## config.mk

```make
export PLATFORM = sky130hd
export DESIGN_NAME = session_handshake_keepalive
export DESIGN_NICKNAME = d
export VERILOG_FILES = /design/src/design/shk_pkg.sv /design/src/design/shk_cfg_regs.sv /design/src/design/shk_session.sv /design/src/design/session_handshake_keepalive.sv
export SDC_FILE = /design/constraint.sdc
export NUM_CORES = 1
export LEC_CHECK = 0
export BUFFER_PORTS_ARGS = -buffer_cell sky130_fd_sc_hd__buf_4
export CORE_MARGIN = 2
export CORE_UTILIZATION = 44
export DETAILED_ROUTE_END_ITERATION = 7
export GPL_TIMING_DRIVEN = 0
export PLACE_DENSITY = 0.71
export SYNTH_ARGS = -nofsm -noshare
export SYNTH_HDL_FRONTEND = slang
export SYNTH_SLANG_ARGS = --single-unit
```

## constraint.sdc

```tcl
create_clock -name clk -period 6.45 [get_ports clk]
set_input_delay 0 -clock clk [delete_from_list [all_inputs] [get_ports clk]]
set_output_delay 0 -clock clk [all_outputs]
set_load 0.01 [all_outputs]
```

## src/design/shk_pkg.sv

```systemverilog
// Shared types and codes for the session handshake and keepalive block.
package shk_pkg;

    localparam logic [2:0] OP_TICK       = 3'd0;
    localparam logic [2:0] OP_RX_SYN     = 3'd1;
    localparam logic [2:0] OP_RX_ACK     = 3'd2;
    localparam logic [2:0] OP_RX_HB      = 3'd3;
    localparam logic [2:0] OP_CONNECT    = 3'd4;
    localparam logic [2:0] OP_DISCONNECT = 3'd5;

    localparam logic [1:0] ST_DISC = 2'd0;
    localparam logic [1:0] ST_CONN = 2'd1;
    localparam logic [1:0] ST_UP   = 2'd2;

    localparam logic [1:0] CAUSE_NONE       = 2'd0;
    localparam logic [1:0] CAUSE_CONNECT_TO = 2'd1;
    localparam logic [1:0] CAUSE_HB_TO      = 2'd2;
    localparam logic [1:0] CAUSE_MANUAL     = 2'd3;

    localparam int          ADDR_BITS = 5;
    localparam logic [2:0] REG_ENABLE      = 3'd0;
    localparam logic [2:0] REG_PROBE_BASE  = 3'd1;
    localparam logic [2:0] REG_PROBE_MAX   = 3'd2;
    localparam logic [2:0] REG_CONNECT_TO  = 3'd3;
    localparam logic [2:0] REG_HB_TO       = 3'd4;
    localparam logic [2:0] REG_HB_INTERVAL = 3'd5;

    localparam logic [15:0] RST_PROBE_BASE  = 16'd4;
    localparam logic [15:0] RST_PROBE_MAX   = 16'd64;
    localparam logic [15:0] RST_CONNECT_TO  = 16'd300;
    localparam logic [15:0] RST_HB_TO       = 16'd180;
    localparam logic [15:0] RST_HB_INTERVAL = 16'd30;

    typedef struct packed {
        logic        enable;
        logic [15:0] probe_base_interval;
        logic [15:0] probe_max_interval;
        logic [15:0] connect_limit;
        logic [15:0] keepalive_limit;
        logic [15:0] heartbeat_send_interval;
    } cfg_t;

    typedef struct packed {
        logic [1:0] link_state;
        logic       send_syn;
        logic       send_ack;
        logic       send_heartbeat;
        logic       became_connected;
        logic [1:0] disconnect_cause;
        logic       ignored;
    } result_t;

endpackage

```

## src/design/shk_cfg_regs.sv

```systemverilog
// APB configuration register file for the session block.
module shk_cfg_regs (
    input  logic                           clk,
    input  logic                           rst_n,
    input  logic                           psel,
    input  logic                           penable,
    input  logic                           pwrite,
    input  logic [shk_pkg::ADDR_BITS-1:0]  paddr,
    input  logic [31:0]                    pwdata,
    output logic [31:0]                    prdata,
    output logic                           pready,
    output shk_pkg::cfg_t                  cfg
);

    shk_pkg::cfg_t cfg_reg;
    logic [2:0]    reg_index;
    logic          wr_en;

    assign reg_index = paddr[4:2];
    assign wr_en     = psel && penable && pwrite;
    assign pready    = 1'b1;
    assign cfg       = cfg_reg;

    always_ff @(posedge clk or negedge rst_n)
    begin
        if (!rst_n)
        begin
            cfg_reg.enable                  <= 1'b0;
            cfg_reg.probe_base_interval     <= shk_pkg::RST_PROBE_BASE;
            cfg_reg.probe_max_interval      <= shk_pkg::RST_PROBE_MAX;
            cfg_reg.connect_limit           <= shk_pkg::RST_CONNECT_TO;
            cfg_reg.keepalive_limit         <= shk_pkg::RST_HB_TO;
            cfg_reg.heartbeat_send_interval <= shk_pkg::RST_HB_INTERVAL;
        end
        else if (wr_en)
        begin
            case (reg_index)
                shk_pkg::REG_ENABLE:      cfg_reg.enable <= pwdata[0];
                shk_pkg::REG_PROBE_BASE:  cfg_reg.probe_base_interval <= pwdata[15:0];
                shk_pkg::REG_PROBE_MAX:   cfg_reg.probe_max_interval <= pwdata[15:0];
                shk_pkg::REG_CONNECT_TO:  cfg_reg.connect_limit <= pwdata[15:0];
                shk_pkg::REG_HB_TO:       cfg_reg.keepalive_limit <= pwdata[15:0];
                shk_pkg::REG_HB_INTERVAL: cfg_reg.heartbeat_send_interval <= pwdata[15:0];
                default: ;
            endcase
        end
    end

    always_comb
    begin
        case (reg_index)
            shk_pkg::REG_ENABLE:      prdata = {31'd0, cfg_reg.enable};
            shk_pkg::REG_PROBE_BASE:  prdata = {16'd0, cfg_reg.probe_base_interval};
            shk_pkg::REG_PROBE_MAX:   prdata = {16'd0, cfg_reg.probe_max_interval};
            shk_pkg::REG_CONNECT_TO:  prdata = {16'd0, cfg_reg.connect_limit};
            shk_pkg::REG_HB_TO:       prdata = {16'd0, cfg_reg.keepalive_limit};
            shk_pkg::REG_HB_INTERVAL: prdata = {16'd0, cfg_reg.heartbeat_send_interval};
            default:                  prdata = 32'd0;
        endcase
    end

endmodule

```

## src/design/shk_session.sv

```systemverilog
// Session state registers and the per-event next-state and result logic.
module shk_session #(
    parameter int TICK_BITS = 32
) (
    input  logic                 clk,
    input  logic                 rst_n,
    input  logic                 step,
    input  shk_pkg::cfg_t        cfg,
    input  logic [2:0]           opcode,
    input  logic [TICK_BITS-1:0] tick_now,
    input  logic                 sender_ok,
    input  logic                 heartbeat_send_ok,
    output shk_pkg::result_t     result
);

    logic [1:0]           session_reg,  session_next;
    logic [TICK_BITS-1:0] cs_tick_reg,  cs_tick_next;
    logic                 cs_valid_reg, cs_valid_next;
    logic [TICK_BITS-1:0] np_tick_reg,  np_tick_next;
    logic                 np_valid_reg, np_valid_next;
    logic [15:0]          probe_int_reg, probe_int_next;
    logic [TICK_BITS-1:0] rx_tick_reg,  rx_tick_next;
    logic                 rx_valid_reg, rx_valid_next;
    logic [TICK_BITS-1:0] tx_tick_reg,  tx_tick_next;
    logic                 tx_valid_reg, tx_valid_next;
    logic                 hs_seen_reg,  hs_seen_next;

    logic [16:0]          probe_dbl;

    // deadline sum clamped at the top of the tick range
    function automatic logic [TICK_BITS-1:0] sat_add(input logic [TICK_BITS-1:0] a,
                                                     input logic [15:0] d);
        logic [TICK_BITS:0] s;
        s = {1'b0, a} + {{(TICK_BITS-15){1'b0}}, d};
        return s[TICK_BITS] ? {TICK_BITS{1'b1}} : s[TICK_BITS-1:0];
    endfunction

    assign probe_dbl = {probe_int_reg, 1'b0};

    always_comb
    begin
        session_next   = session_reg;
        cs_tick_next   = cs_tick_reg;
        cs_valid_next  = cs_valid_reg;
        np_tick_next   = np_tick_reg;
        np_valid_next  = np_valid_reg;
        probe_int_next = probe_int_reg;
        rx_tick_next   = rx_tick_reg;
        rx_valid_next  = rx_valid_reg;
        tx_tick_next   = tx_tick_reg;
        tx_valid_next  = tx_valid_reg;
        hs_seen_next   = hs_seen_reg;

        result.send_syn         = 1'b0;
        result.send_ack         = 1'b0;
        result.send_heartbeat   = 1'b0;
        result.became_connected = 1'b0;
        result.disconnect_cause = shk_pkg::CAUSE_NONE;
        result.ignored          = 1'b0;

        if (!cfg.enable)
        begin
            // nothing changes
        end
        else if (opcode inside {shk_pkg::OP_RX_SYN, shk_pkg::OP_RX_ACK, shk_pkg::OP_RX_HB}
                 && !sender_ok)
        begin
            result.ignored = 1'b1;
        end
        else
        begin
            case (opcode)
                shk_pkg::OP_RX_SYN:
                begin
                    result.send_ack = 1'b1;
                    if (session_reg == shk_pkg::ST_DISC)
                    begin
                        session_next  = shk_pkg::ST_CONN;
                        cs_tick_next  = tick_now;
                        cs_valid_next = 1'b1;
                        np_tick_next  = sat_add(tick_now, cfg.probe_base_interval);
                        np_valid_next = 1'b1;
                    end
                    hs_seen_next = 1'b1;
                end
                shk_pkg::OP_RX_ACK:
                begin
                    hs_seen_next = 1'b1;
                end
                shk_pkg::OP_RX_HB:
                begin
                    rx_tick_next  = tick_now;
                    rx_valid_next = 1'b1;
                    if (session_reg == shk_pkg::ST_CONN)
                        hs_seen_next = 1'b1;
                end
                shk_pkg::OP_CONNECT:
                begin
                    if (session_reg == shk_pkg::ST_DISC)
                    begin
                        session_next   = shk_pkg::ST_CONN;
                        cs_valid_next  = 1'b0;
                        np_valid_next  = 1'b0;
                        probe_int_next = cfg.probe_base_interval;
                        hs_seen_next   = 1'b0;
                    end
                end
                shk_pkg::OP_DISCONNECT:
                begin
                    if (session_reg != shk_pkg::ST_DISC)
                    begin
                        session_next   = shk_pkg::ST_DISC;
                        rx_valid_next  = 1'b0;
                        cs_valid_next  = 1'b0;
                        np_valid_next  = 1'b0;
                        probe_int_next = cfg.probe_base_interval;
                        tx_valid_next  = 1'b0;
                        hs_seen_next   = 1'b0;
                        result.disconnect_cause = shk_pkg::CAUSE_MANUAL;
                    end
                end
                shk_pkg::OP_TICK:
                begin
                    if (session_reg == shk_pkg::ST_CONN)
                    begin
                        if (!cs_valid_reg)
                        begin
                            cs_tick_next  = tick_now;
                            cs_valid_next = 1'b1;
                            np_tick_next  = tick_now;
                            np_valid_next = 1'b1;
                        end
                        if (!np_valid_next || tick_now >= np_tick_next)
                        begin
                            result.send_syn = 1'b1;
                            np_tick_next    = sat_add(tick_now, probe_int_reg);
                            np_valid_next   = 1'b1;
                            probe_int_next  = (probe_dbl < {1'b0, cfg.probe_max_interval})
                                            ? probe_dbl[15:0] : cfg.probe_max_interval;
                        end
                        if (hs_seen_reg)
                        begin
                            session_next   = shk_pkg::ST_UP;
                            result.became_connected = 1'b1;
                            rx_tick_next   = tick_now;
                            rx_valid_next  = 1'b1;
                            tx_tick_next   = tick_now;
                            tx_valid_next  = 1'b1;
                            probe_int_next = cfg.probe_base_interval;
                            hs_seen_next   = 1'b0;
                        end
                        else if (cs_valid_next &&
                                 tick_now > sat_add(cs_tick_next, cfg.connect_limit))
                        begin
                            session_next   = shk_pkg::ST_DISC;
                            rx_valid_next  = 1'b0;
                            cs_valid_next  = 1'b0;
                            np_valid_next  = 1'b0;
                            probe_int_next = cfg.probe_base_interval;
                            result.disconnect_cause = shk_pkg::CAUSE_CONNECT_TO;
                        end
                    end
                    // keepalive checks see the values set above in this same event
                    if (session_next == shk_pkg::ST_UP && rx_valid_next &&
                        tick_now > sat_add(rx_tick_next, cfg.keepalive_limit))
                    begin
                        session_next   = shk_pkg::ST_DISC;
                        rx_valid_next  = 1'b0;
                        cs_valid_next  = 1'b0;
                        np_valid_next  = 1'b0;
                        probe_int_next = cfg.probe_base_interval;
                        tx_valid_next  = 1'b0;
                        result.disconnect_cause = shk_pkg::CAUSE_HB_TO;
                    end
                    if (session_next == shk_pkg::ST_UP &&
                        (!tx_valid_next ||
                         tick_now >= sat_add(tx_tick_next, cfg.heartbeat_send_interval)))
                    begin
                        result.send_heartbeat = 1'b1;
                        if (heartbeat_send_ok)
                        begin
                            tx_tick_next  = tick_now;
                            tx_valid_next = 1'b1;
                        end
                    end
                end
                default: ;
            endcase
        end

        result.link_state = session_next;
    end

    always_ff @(posedge clk or negedge rst_n)
    begin
        if (!rst_n)
        begin
            session_reg   <= shk_pkg::ST_DISC;
            cs_tick_reg   <= '0;
            cs_valid_reg  <= 1'b0;
            np_tick_reg   <= '0;
            np_valid_reg  <= 1'b0;
            probe_int_reg <= shk_pkg::RST_PROBE_BASE;
            rx_tick_reg   <= '0;
            rx_valid_reg  <= 1'b0;
            tx_tick_reg   <= '0;
            tx_valid_reg  <= 1'b0;
            hs_seen_reg   <= 1'b0;
        end
        else if (step)
        begin
            session_reg   <= session_next;
            cs_tick_reg   <= cs_tick_next;
            cs_valid_reg  <= cs_valid_next;
            np_tick_reg   <= np_tick_next;
            np_valid_reg  <= np_valid_next;
            probe_int_reg <= probe_int_next;
            rx_tick_reg   <= rx_tick_next;
            rx_valid_reg  <= rx_valid_next;
            tx_tick_reg   <= tx_tick_next;
            tx_valid_reg  <= tx_valid_next;
            hs_seen_reg   <= hs_seen_next;
        end
    end

endmodule

```

## src/design/session_handshake_keepalive.sv

```systemverilog
// Session handshake/keepalive top level: input register, session logic, result register.
// Session state and result register load together when the held input event advances.
// Throughput: one event per cycle unless a full result register is not being taken.
// in_ready drops only while the result register is full and not being taken.
// Reset (rst_n low, asynchronous): session disconnected, all tick marks invalid,
// configuration registers return to their default values, both pipeline stages empty.
module session_handshake_keepalive #(
    parameter int TICK_BITS = 32
) (
    input  logic                           clk,
    input  logic                           rst_n,
    input  logic                           psel,
    input  logic                           penable,
    input  logic                           pwrite,
    input  logic [shk_pkg::ADDR_BITS-1:0]  paddr,
    input  logic [31:0]                    pwdata,
    output logic [31:0]                    prdata,
    output logic                           pready,
    input  logic                           in_valid,
    output logic                           in_ready,
    input  logic [2:0]                     opcode,
    input  logic [TICK_BITS-1:0]           tick_now,
    input  logic                           sender_ok,
    input  logic                           heartbeat_send_ok,
    output logic                           out_valid,
    input  logic                           out_ready,
    output logic [1:0]                     link_state,
    output logic                           send_syn,
    output logic                           send_ack,
    output logic                           send_heartbeat,
    output logic                           became_connected,
    output logic [1:0]                     disconnect_cause,
    output logic                           ignored
);

    shk_pkg::cfg_t        cfg;
    shk_pkg::result_t     core_result;
    shk_pkg::result_t     result_reg;
    logic                 out_valid_reg;
    logic                 in_valid_reg;
    logic [2:0]           opcode_reg;
    logic [TICK_BITS-1:0] tick_reg;
    logic                 sender_ok_reg;
    logic                 hb_ok_reg;
    logic                 advance;

    // held event moves into the result register when that register frees up
    assign advance  = in_valid_reg && (!out_valid_reg || out_ready);
    assign in_ready = !in_valid_reg || advance;

    shk_cfg_regs u_cfg (
        .clk     (clk),
        .rst_n   (rst_n),
        .psel    (psel),
        .penable (penable),
        .pwrite  (pwrite),
        .paddr   (paddr),
        .pwdata  (pwdata),
        .prdata  (prdata),
        .pready  (pready),
        .cfg     (cfg)
    );

    shk_session #(
        .TICK_BITS (TICK_BITS)
    ) u_session (
        .clk               (clk),
        .rst_n             (rst_n),
        .step              (advance),
        .cfg               (cfg),
        .opcode            (opcode_reg),
        .tick_now          (tick_reg),
        .sender_ok         (sender_ok_reg),
        .heartbeat_send_ok (hb_ok_reg),
        .result            (core_result)
    );

    always_ff @(posedge clk or negedge rst_n)
    begin
        if (!rst_n)
        begin
            in_valid_reg  <= 1'b0;
            out_valid_reg <= 1'b0;
        end
        else
        begin
            if (in_ready)
                in_valid_reg <= in_valid;
            if (advance)
                out_valid_reg <= 1'b1;
            else if (out_ready)
                out_valid_reg <= 1'b0;
        end
    end

    always_ff @(posedge clk)
    begin
        if (in_valid && in_ready)
        begin
            opcode_reg    <= opcode;
            tick_reg      <= tick_now;
            sender_ok_reg <= sender_ok;
            hb_ok_reg     <= heartbeat_send_ok;
        end
        if (advance)
            result_reg <= core_result;
    end

    assign out_valid        = out_valid_reg;
    assign link_state       = result_reg.link_state;
    assign send_syn         = result_reg.send_syn;
    assign send_ack         = result_reg.send_ack;
    assign send_heartbeat   = result_reg.send_heartbeat;
    assign became_connected = result_reg.became_connected;
    assign disconnect_cause = result_reg.disconnect_cause;
    assign ignored          = result_reg.ignored;

endmodule

```

Word-level counts from Yosys, hierarchy flattened
Cells that the tools add are included.
- flip-flop bits (word level): 280
- bits in latches: 0
- memory bits (writable): 0
- bits in read-only memories: 0
- bits of input ports: 81
- output and inout port bits: 44
- memories: 0
- $add $sub $neg: 5
- multipliers: 0
- div/mod/pow operators: 0
- $lt $le $gt $ge: 5
- equality and inequality tests: 20
- shift operators: 0
- mux-type cells: 115
- bitwise gates (word level): 4
- reductions and logical operators: 50
- operator list (cell ; number):
    $mux 32 ; 32
    $pmux 32 s2 ; 3
    $add 32x16->33 ; 5
    $mux 16 ; 8
    $pmux 16 s6 ; 1
    $ge 32x32->1 ; 2
    $gt 32x32->1 ; 2
    $pmux 16 s3 ; 1
    $mux 1 ; 45
    $mux 2 ; 18
    $reduce_and 8->1 ; 3
    $lt 17x16->1 ; 1
    $eq 3x2->1 const B ; 4
    $eq 3x3->1 const B ; 4
    $reduce_and 2->1 ; 6
    $reduce_and 5->1 ; 2
    $reduce_bool 2->1 ; 5
    $logic_and 1x1->1 ; 9
    $reduce_bool 3->1 ; 3
    $pmux 1 s4 ; 2
    $reduce_and 4->1 ; 2
    $eq 3x1->1 const B ; 2
    $logic_not 3->1 ; 2
    $ne 2x1->1 const B ; 3
    20 further kinds ; 34

Depth between registers and ports, before layout
Gate-level depths: netlist of run 1.
- depth after elaboration: 27
- mapped depth: 32
- depth with buffers taken out: 24

Hierarchy
A second synthesis of run 1 with hierarchy kept.
- cells, all modules: 2505
- area total of the unflattened synthesis: 22928.2 µm²
- by module, submodules not included (module ; times used ; cells an instance ; area an instance (µm²) ; seq. area each (µm²)):
    shk_session ; 1 ; 2180 ; 17585.6 ; 3779.9
    shk_cfg_regs ; 1 ; 271 ; 3857.4 ; 2044.5
    session_handshake_keepalive ; 1 ; 54 ; 1485.2 ; 1431.4

Worst setup path after synthesis of run 1
No wires, ideal clock.
- path type: reg2reg
- start point: register u_session.hs_seen_reg
- end point: register u_session.tx_tick_reg[10]
- data arrival time: 6.849 ns
- required time: 6.325 ns
- path slack: -0.523 ns
- cell stages (with the launch flop): 32
- path buffers: 10
- path through: dfrtp_1 -> buf_2 -> nand3b_1 -> clkbuf_1 -> buf_1 -> buf_2 -> buf_2 -> buf_1 -> buf_1 -> nand2_1 -> nand2_1 -> ha_1 -> a21o_1 -> a21oi_1 -> o21ai_0 -> a32o_1 -> o211ai_1 -> nor2_1 -> buf_2 -> buf_2 -> nor2_1 -> ha_1 -> a21o_1 -> nand3_1 -> a211oi_1 -> a2111o_1 -> a21o_1 -> nand2_1 -> nand2_1 -> o31ai_1 -> buf_2 -> mux2_2
- cells in the longest elaborated chain, start to end: 17
- RTL lines (element ; line ; RTL):
    from (decl) ; shk_session.sv:26 ; logic hs_seen_reg, hs_seen_next;
    from (signal assigned) ; shk_session.sv:222 ; hs_seen_reg <= hs_seen_next;
    $mux 32 ; shk_session.sv:141 ; if (hs_seen_reg)
    $mux 32 ; shk_session.sv:124 ; if (session_reg == shk_pkg::ST_CONN)
    $mux 32 ; shk_session.sv:72 ; case (opcode)
    $mux 32 ; shk_session.sv:65 ; else if (opcode inside {shk_pkg::OP_RX_SYN, shk_pkg::OP_RX_ACK, shk_pkg::OP_RX_HB}
    $mux 32 ; shk_session.sv:61 ; if (!cfg.enable)
    $add 32x16->33 ; shk_session.sv:34 ; s = {1'b0, a} + {{(TICK_BITS-15){1'b0}}, d};
    $mux 32 ; shk_session.sv:35 ; return s[TICK_BITS] ? {TICK_BITS{1'b1}} : s[TICK_BITS-1:0];
    $gt 32x32->1 ; shk_session.sv:165 ; tick_now > sat_add(rx_tick_next, cfg.keepalive_limit))
    $logic_and 1x1->1 ; shk_session.sv:164 ; if (session_next == shk_pkg::ST_UP && rx_valid_next &&
    $mux 1 ; shk_session.sv:164 ;
    $mux 1 ; shk_session.sv:72 ;
    $mux 1 ; shk_session.sv:65 ;
    $mux 1 ; shk_session.sv:61 ;
    $logic_not 1->1 ; shk_session.sv:176 ; (!tx_valid_next ||
    $logic_or 1x1->1 ; shk_session.sv:176 ;
    $logic_and 1x1->1 ; shk_session.sv:175 ; if (session_next == shk_pkg::ST_UP &&
    $mux 32 (*) ; shk_session.sv:175 ;
    to (signal assigned) ; shk_session.sv:220 ; tx_tick_reg <= tx_tick_next;
    to (decl) ; shk_session.sv:24 ; logic [TICK_BITS-1:0] tx_tick_reg, tx_tick_next;
Every way passes the cells marked *; elsewhere a longest branch is shown, timed or not. The select of a mux whose other input is x is not followed.
A chain may end at the register's enable or synchronous reset.

Final worst setup path of run 1
- start point: register tick_reg[19]
- end point: register u_session.tx_tick_reg[5]
- cells in the longest elaborated chain, start to end: 26
- RTL lines (element ; line ; RTL):
    from (decl) ; session_handshake_keepalive.sv:42 ; logic [TICK_BITS-1:0] tick_reg;
    from (signal assigned) ; session_handshake_keepalive.sv:101 ; tick_reg <= tick_now;
    $mux 32 ; shk_session.sv:126 ; if (!cs_valid_reg)
    $mux 32 ; shk_session.sv:124 ;
    $mux 32 ; shk_session.sv:72 ;
    $mux 32 ; shk_session.sv:65 ;
    $mux 32 ; shk_session.sv:61 ;
    $add 32x16->33 ; shk_session.sv:34 ;
    $mux 32 ; shk_session.sv:35 ;
    $gt 32x32->1 ; shk_session.sv:153 ; tick_now > sat_add(cs_tick_next, cfg.connect_limit))
    (+10 left out) ; - ;
    $mux 1 ; shk_session.sv:164 ;
    $mux 1 ; shk_session.sv:72 ;
    $mux 1 ; shk_session.sv:65 ;
    $mux 1 ; shk_session.sv:61 ;
    $logic_not 1->1 ; shk_session.sv:176 ;
    $logic_or 1x1->1 ; shk_session.sv:176 ;
    $logic_and 1x1->1 (*) ; shk_session.sv:175 ;
    $mux 32 (*) ; shk_session.sv:175 ;
Marks and branches as above.

==> impl_metrics.json, run 1 <==
{
  "status": "finished clean",
  "syn_to_final_growth_pct": 19.06,
  "p_int_mw": 5.370,
  "start_kind": "flip-flop",
  "synth_edf_count": 46,
  "whs_endpoint": "u_cfg.cfg[80]",
  "min_from": "penable",
  "hold_class": "primary input to flip-flop",
  "regArea_um2": 7256,
  "drive_gt1_share_pct": 20.28,
  "placed_cell_area_um2": 23970,
  "root_buffer": "clkbuf_16",
  "grt_pass1_wl_um": 118800,
  "dp_slack_ns": -2.545,
  "setup_viol": 0,
  "wl_per_cell_um": 23.67,
  "slew_violations": 0,
  "multi_input_area_um2": 14630,
  "routed-wl-met3_um": 5878,
  "largest_register_ffs": 81,
  "top_layer": "met5",
  "whs_path_depth": 4,
  "core_um2": 50070,
  "crit_slowest_cell": "edfxtp_1",
  "max-cap-violations": 0,
  "die_h_um": 228.8,
  "seqPwrFrac_pct": 28.1,
  "io_buffer_count": 88,
  "cts.sinks": 280,
  "final_cell_area_um2": 26470,
  "htreeDepth": 2,
  "crit_type": "flip-flop to flip-flop",
  "power_frac_comb_pct": 49.3,
  "grt_pass1_vias": 19977,
  "crit_family": "simple AND/OR/NAND/NOR gates",
  "start_util_pct": 44.41,
  "critPathMaxFanout": 10,
  "ff2ff_path_depth": 23,
  "grt-ovfl-total": 0,
  "cts_buffer_depth": 3,
  "switching_power_mw": 3.861,
  "gp_congestion": 0.9585,
  "layout_commonest_cell": "nand2_1",
  "fillers": 4599,
  "vias": 20595,
  "crit_arrival_ns": 6.84,
  "critical-path-max-stage-delay_ns": 0.67,
  "drt-met1-wl_um": 33340,
  "wl_met2_um": 35980,
  "fin_crit_ns": 6.390,
  "worstMarginPinSlew_ns": 1.149,
  "yosys_warnings": 0,
  "rows": 82,
  "crit_required_ns": 6.90,
  "dr.pass1.iters": 5,
  "sw_frac_of_total_pct": 41.83,
  "r2r-end": "u_session.tx_tick_reg[5]",
  "async_flop_share_pct": 83.57,
  "synth.avg_cell_area_um2": 9.246,
  "pwr-share-clk_pct": 22.6,
  "drtAntennaViolNets": 0,
  "grt_max_degree": 97,
  "r2r_slack_ns": 0.06,
  "max_slew_margin_pct": 22.97,
  "ir_drop_mv": 0.2102,
  "clock_latency_ns": 0.57,
  "die-area_um2": 52350,
  "synth_flop_cell": "dfrtp_1",
  "layout_common_cells": "nand2_1 (248), ha_1 (220), dfrtp_1 (219), mux2_2 (210), nor2_1 (206)",
  "dp_hpwl_um": 59030,
  "grt_util_all_layers_pct": 29.38,
  "io_pins": 125,
  "instances_no_fill": 3336,
  "fmax_mhz": 156.5,
  "place_inst": 3184,
  "fin_nets": 2946,
  "setup_ws_ns": 0.05998,
  "die-width_um": 228.8,
  "cp-end-kind": "flip-flop",
  "via_per_inst": 6.174,
  "crit_chain": "buf_1, nand4_1, mux2_2, nor2_1, and3_1, o211ai_1, buf_4, nor2_2, buf_6, buf_4, nor2_1, ha_1, nand3_1, nand2_1, a21o_1, a2111o_1, a21o_1, nand2_4, nand2_1, o31ai_4, buf_6, buf_12, mux2_2",
  "drtIter0Drc": 1911,
  "synth_cells": 2405,
  "cellPowerDensity_nw_per_um2": 348.7,
  "ys_seq_elements": 280,
  "cts_tree": "yes",
  "p_leak_nw": 11.97,
  "hold_viol_final": 0,
  "syn_area_um2": 22240,
  "netlist-cell-type-count": 85,
  "path_clk_slew_ns": 0.06,
  "total_power_mw": 9.230,
  "period_share_pct": 99.07,
  "antenna_found_initial": 1,
  "setup-tns-final_ns": 0,
  "path_buf_inv": 6,
  "rsz0062_at_grt": "true",
  "finClkSkew_ns": 0.03067,
  "r2r_start": "tick_reg[19]",
  "post-route-drc-count": 0,
  "wirelength_um": 78960,
  "numCtsBuffers": 35,
  "yosysSeqAreaShare_pct": 32.63
}
layout make-up:
| class | instances | area share [%] |
|---|---|---|
| diodes | 1 | 0.009452 |
| plain buffers | 113 | 2.651 |
| clock buffers | 46 | 3.653 |
| clock inverters | 17 | 0.8507 |
| inverters | 55 | 0.7798 |
| multi-input cells | 1964 | 55.25 |
| flip-flops and latches | 280 | 27.41 |
| well taps | 672 | 3.176 |
| repair buffers | 188 | 6.224 |
how the worst max path moves through the flow:
stage / startpoint / endpoint / slack [ns] / depth (start not counted)
2_1_floorplan: u_session.cs_valid_reg / u_session.probe_int_reg[10] / 0.04 / 27
3_3_place_gp: u_session.hs_seen_reg / u_session.tx_tick_reg[1] / -2.45 / 30
3_5_place_dp: u_session.hs_seen_reg / u_session.tx_tick_reg[1] / -2.54 / 30
4_1_cts: u_session.session_reg[1] / u_session.tx_tick_reg[20] / 0.003 / 31
5_1_grt: u_session.session_reg[1] / u_session.np_valid_reg / -0.06 / 29
6_report: tick_reg[19] / u_session.tx_tick_reg[5] / 0.06 / 23
tightest hold or removal path, cell delays in order:
cell     delay, ns
buf_4         0.11
nand3_1       0.17
nor4_1        0.08
mux2_2        0.22
power groups by stage:
stage,Clock [mW],Sequential (mW),Combinational (mW)
global placement,0,2.59,4.05
detailed placement,0,2.60,4.20
finish,2.09,2.59,4.55
global route,2.17,2.62,4.99
floorplan,0,2.40,3.16
CTS,2.10,2.57,4.38
Yosys cell counts (all sizes together) (10+ instances only):
master | instances | area, um^2
a221o | 13 | 131.4
a21oi | 215 | 1099
nor2 | 209 | 787.0
nor4 | 18 | 112.6
and4 | 10 | 87.58
and2 | 14 | 87.58
a31oi | 24 | 150.1
nor2b | 28 | 175.2
ha | 223 | 2790
nor3 | 32 | 165.2
nand2 | 250 | 945.9
or3 | 11 | 68.82
xor2 | 40 | 350.3
edfxtp | 46 | 1381
o22ai | 16 | 100.1
dfrtp | 219 | 5480
a211oi | 24 | 180.2
clkbuf | 66 | 247.7
o211ai | 12 | 90.09
nand2b | 22 | 137.6
dfstp | 15 | 394.1
and3 | 14 | 87.58
o21a | 28 | 210.2
xnor2 | 72 | 630.6
mux2 | 225 | 2534
nand3 | 62 | 310.3
inv | 55 | 206.4
a21o | 50 | 375.4
a221oi | 24 | 229.0
nand4 | 31 | 193.9
mux2i | 52 | 520.5
buf | 55 | 322.8
o21ai | 114 | 570.6
per-stage QoR:
step                      util, %  hold WS (ns)
after detailed placement    47.88      -0.05595
after CTS                   52.27       0.02174
final                       52.88       0.03744
after global routing        52.87       0.08995
after floorplan                 -       -0.2956
after global placement      47.65        0.1781
kinds of logic after synthesis:
logic type,count (synthesis),synth area share [%]
other,2,0.03377
xor gates and xnor gates,112,4.411
muxes,277,13.74
adders and majority gates,228,13.00
DFF,280,32.63
AOI/OAI and AO/OA,598,17.41
buffers and inverters,176,3.494
and+or+nand+nor,732,15.29
what timing repair did:
item,4_1_cts,5_1_grt
buffers inserted,18,15
endpoints found under the hold margin,253,0
pin swaps,12,25
gates resized for setup,69,60
hold buffers,61,0
cloned,0,1
endpoints found under the setup margin,59,55
metal layers:
| metal | up-vias | global-route usage [%] |
|---|---|---|
| li1 | 9312 | - |
| met1 | 10103 | 39.48 |
| met2 | 961 | 47.56 |
| met5 | - | 0 |
| met4 | 2 | 12.60 |
| met3 | 217 | 3.905 |
Note: power is estimated with default switching activity, not from simulation.
==> inputs of run 2 (changes only) <==
--- a/config.mk
+++ b/config.mk
@@ -5,8 +5,8 @@
 export SDC_FILE = /design/constraint.sdc
 export NUM_CORES = 1
 export LEC_CHECK = 0
+export ABC_AREA = 1
 export BUFFER_PORTS_ARGS = -buffer_cell sky130_fd_sc_hd__buf_4
-export CORE_MARGIN = 2
 export CORE_UTILIZATION = 44
 export DETAILED_ROUTE_END_ITERATION = 7
 export GPL_TIMING_DRIVEN = 0
==> run 2 against run 1 <==
The flow now finishes with violations (DRC). Via count grew 21%. Register-to-register slack gained 0.10 ns. Utilization fell by 1.0 points. Sequential cell count is the same. Critical path type unchanged. Critical endpoint is now u_session.tx_tick_reg[23]. Largest cell class unchanged.
==> impl_metrics.json, run 2 <==
{
  "status": "finished, violations left",
  "violations": "DRC",
  "fin_nets": 4036,
  "setup-tns-final_ns": 0,
  "synth_most_common_cell": "nand2_1",
  "core_um2": 53710,
  "io_buffer_count": 88,
  "synth.top_cell.area_share_pct": 22.92,
  "io_pins": 125,
  "max_slew_margin_pct": 33.32,
  "grt_pass1_vias": 22773,
  "netlist-cell-type-count": 61,
  "synth_cells": 3500,
  "root_buffer": "clkbuf_16",
  "cts.sinks": 280,
  "crit_start": "u_session.session_reg[1]",
  "layout_common_cells": "nand2_1 (1058), inv_1 (325), o21ai_0 (314), nor2_1 (303), a21oi_1 (261)",
  "post-route-drc-count": 9,
  "largest_register_ffs": 81,
  "seqPwrFrac_pct": 26.7,
  "async_flop_share_pct": 83.57,
  "hold_ws_ns": 0.01127,
  "ff2ff_path_depth": 35,
  "cts_tree": "yes",
  "yosys_warnings": 0,
  "crit_arrival_ns": 6.73,
  "wirelength_um": 86460,
  "drive_gt1_share_pct": 9.776,
  "hold_viol_final": 0,
  "sw_frac_of_total_pct": 46.55,
  "drtIter0Drc": 2682,
  "r2r-end": "u_session.tx_tick_reg[23]",
  "path_clk_slew_ns": 0.06,
  "netlist_top_cells_area": "dfrtp_1 (23%), nand2_1 (17%), ha_1 (12%)",
  "endpoint": "u_session.tx_tick_reg[23]",
  "syn_area_um2": 23910,
  "synth_area_leader_cell": "dfrtp_1",
  "r2r_start": "u_session.session_reg[1]",
  "vias": 24858,
  "p_int_mw": 5.546,
  "clock_latency_ns": 0.57,
  "numCtsBuffers": 35,
  "start_kind": "flip-flop",
  "die-width_um": 235.1,
  "htreeDepth": 2,
  "critPathMaxFanout": 10,
  "dp_hpwl_um": 67990,
  "finClkSkew_ns": 0.01905,
  "r2r_slack_ns": 0.16,
  "switching_power_mw": 4.829,
  "drtAntennaViolNets": 0,
  "synth_common_cells": "nand2_1 (1069), inv_1 (327), o21ai_0 (322)",
  "crit_type": "flip-flop to flip-flop",
  "dr.pass1.iters": 8,
  "fmax_mhz": 159.1,
  "critical-path-max-stage-delay_ns": 0.66,
  "wl_per_cell_um": 19.43,
  "grt_max_degree": 88,
  "synth.avg_cell_area_um2": 6.832,
  "rows": 85,
  "antenna_found_initial": 0,
  "gp_congestion": 0.9920,
  "layout_commonest_cell": "nand2_1",
  "diodes": 0,
  "place_inst": 4302,
  "power_frac_comb_pct": 53.5,
  "max-cap-violations": 0,
  "ir_drop_mv": 0.2571,
  "syn_to_final_growth_pct": 16.46,
  "slew_violations": 0,
  "yosysSeqAreaShare_pct": 30.35,
  "cellPowerDensity_nw_per_um2": 372.6,
  "ys_seq_elements": 280,
  "crit_required_ns": 6.89,
  "worstMarginPinSlew_ns": 0.9966,
  "start_util_pct": 44.52,
  "die-area_um2": 55280,
  "grt_util_all_layers_pct": 30.75,
  "grt_pass1_wl_um": 130800,
  "via_per_inst": 5.586,
  "p_leak_nw": 13.77,
  "pwr-share-clk_pct": 19.8,
  "synth_flop_cell": "dfrtp_1",
  "cp-end-kind": "flip-flop",
  "setup_viol": 0,
  "grt-ovfl-total": 0,
  "fin_crit_ns": 6.286,
  "period_share_pct": 97.46,
  "cts_buffer_depth": 3,
  "hold_class": "primary input to asynchronous set/reset pin",
  "instances_no_fill": 4450,
  "crit_slowest_cell": "o211ai_1",
  "die_h_um": 235.1,
  "synth_edf_count": 46,
  "crit_top_cell": "nand2_1"
}
==> run 2: changes by cell type after synthesis, sizes merged, moves of 42 or more <==
cell   before   now
nand2     250  1076
inv        55   342
o21ai     114   364
mux2      225     0
nor2      209   325
nand3      62   127
a21oi     215   267
mux2i      52     2
xnor2      72    25
a21o       50     8
==> run 2: repair_timing <==
action / in CTS / in global routing
setup endpoints to repair: 59 / 56
resized for setup: 42 / 65
setup buffers: 8 / 15
hold buffers: 63 / 0
cloned: 0 / 0
endpoints found under the hold margin: 206 / 0
pin swaps: 10 / 26
==> run 2: worst min-delay path by stage <==
stage	end	slack (ns)	depth (start not counted)
4_1_cts	u_cfg.cfg[63]	0.02	5
3_5_place_dp	u_session.probe_int_reg[8]	0.08	1
5_1_grt	u_cfg.cfg[31]	0.09	6
3_3_place_gp	tick_reg[1]	0.18	1
6_report	u_session.probe_int_reg[11]	0.01	2
2_1_floorplan	in_valid_reg	-0.30	0
==> run 2: cell families after synthesis <==
logic type	count (synthesis)	share of synthesized area (%)
flops	280	30.35
xor+xnor	93	3.407
other cells	2	0.03141
fa+ha+maj	228	12.09
mux	2	0.08373
simple gates	1641	28.11
compound gates	770	17.61
buf+inv	484	8.331
==> run 2: area by class of cell <==
cell class / count / area, um^2
buffer: 139 / 772.0
clock buffer: 45 / 964.7
clock inverter: 19 / 205.2
fill: 5319 / 25860
inverter: 343 / 1295
multi-input combinational: 2751 / 14930
sequential: 280 / 7258
tap: 696 / 870.8
timing repair buffer: 177 / 1546
==> run 2: power groups by stage <==
stage | Combinational [mW] | Sequential (mW) | Clock, mW
floorplan | 3.92 | 2.54 | 0
global placement | 5.06 | 2.76 | 0
detailed placement | 5.16 | 2.76 | 0
CTS | 5.30 | 2.74 | 2.07
global route | 6.24 | 2.80 | 2.15
finish | 5.55 | 2.77 | 2.05
==> run 2: metrics by stage <==
step,power (mW),instance area (um^2),utilization [%],worst slack (ns)
final,10.38,27850,51.85,0.1640
after CTS,10.11,27550,51.30,0.01526
after floorplan,6.460,23970,-,1.048
after global routing,11.19,27850,51.85,-0.1094
after global placement,7.818,25500,47.48,-1.315
after detailed placement,7.917,25580,47.63,-1.354
==> run 2: metal layers <==
metal	part of all wire, %	up-vias	track usage [%]
met4	4.3	0	12.40
met1	42	11323	42.01
met3	11	202	6.344
li1	-	12060	-
met5	0	-	0
met2	43	1273	47.41
==> run 2: worst max-delay path: cells and delay by family, from the launching register on <==
kind	cells	cell delay, ns
buffers and inverters	6	1.01
AO/OA/AOI/OAI	9	1.98
AND/OR/NAND/NOR	17	2.00
flip-flops	1	0.46
adder cells (fa/ha/maj)	3	0.70
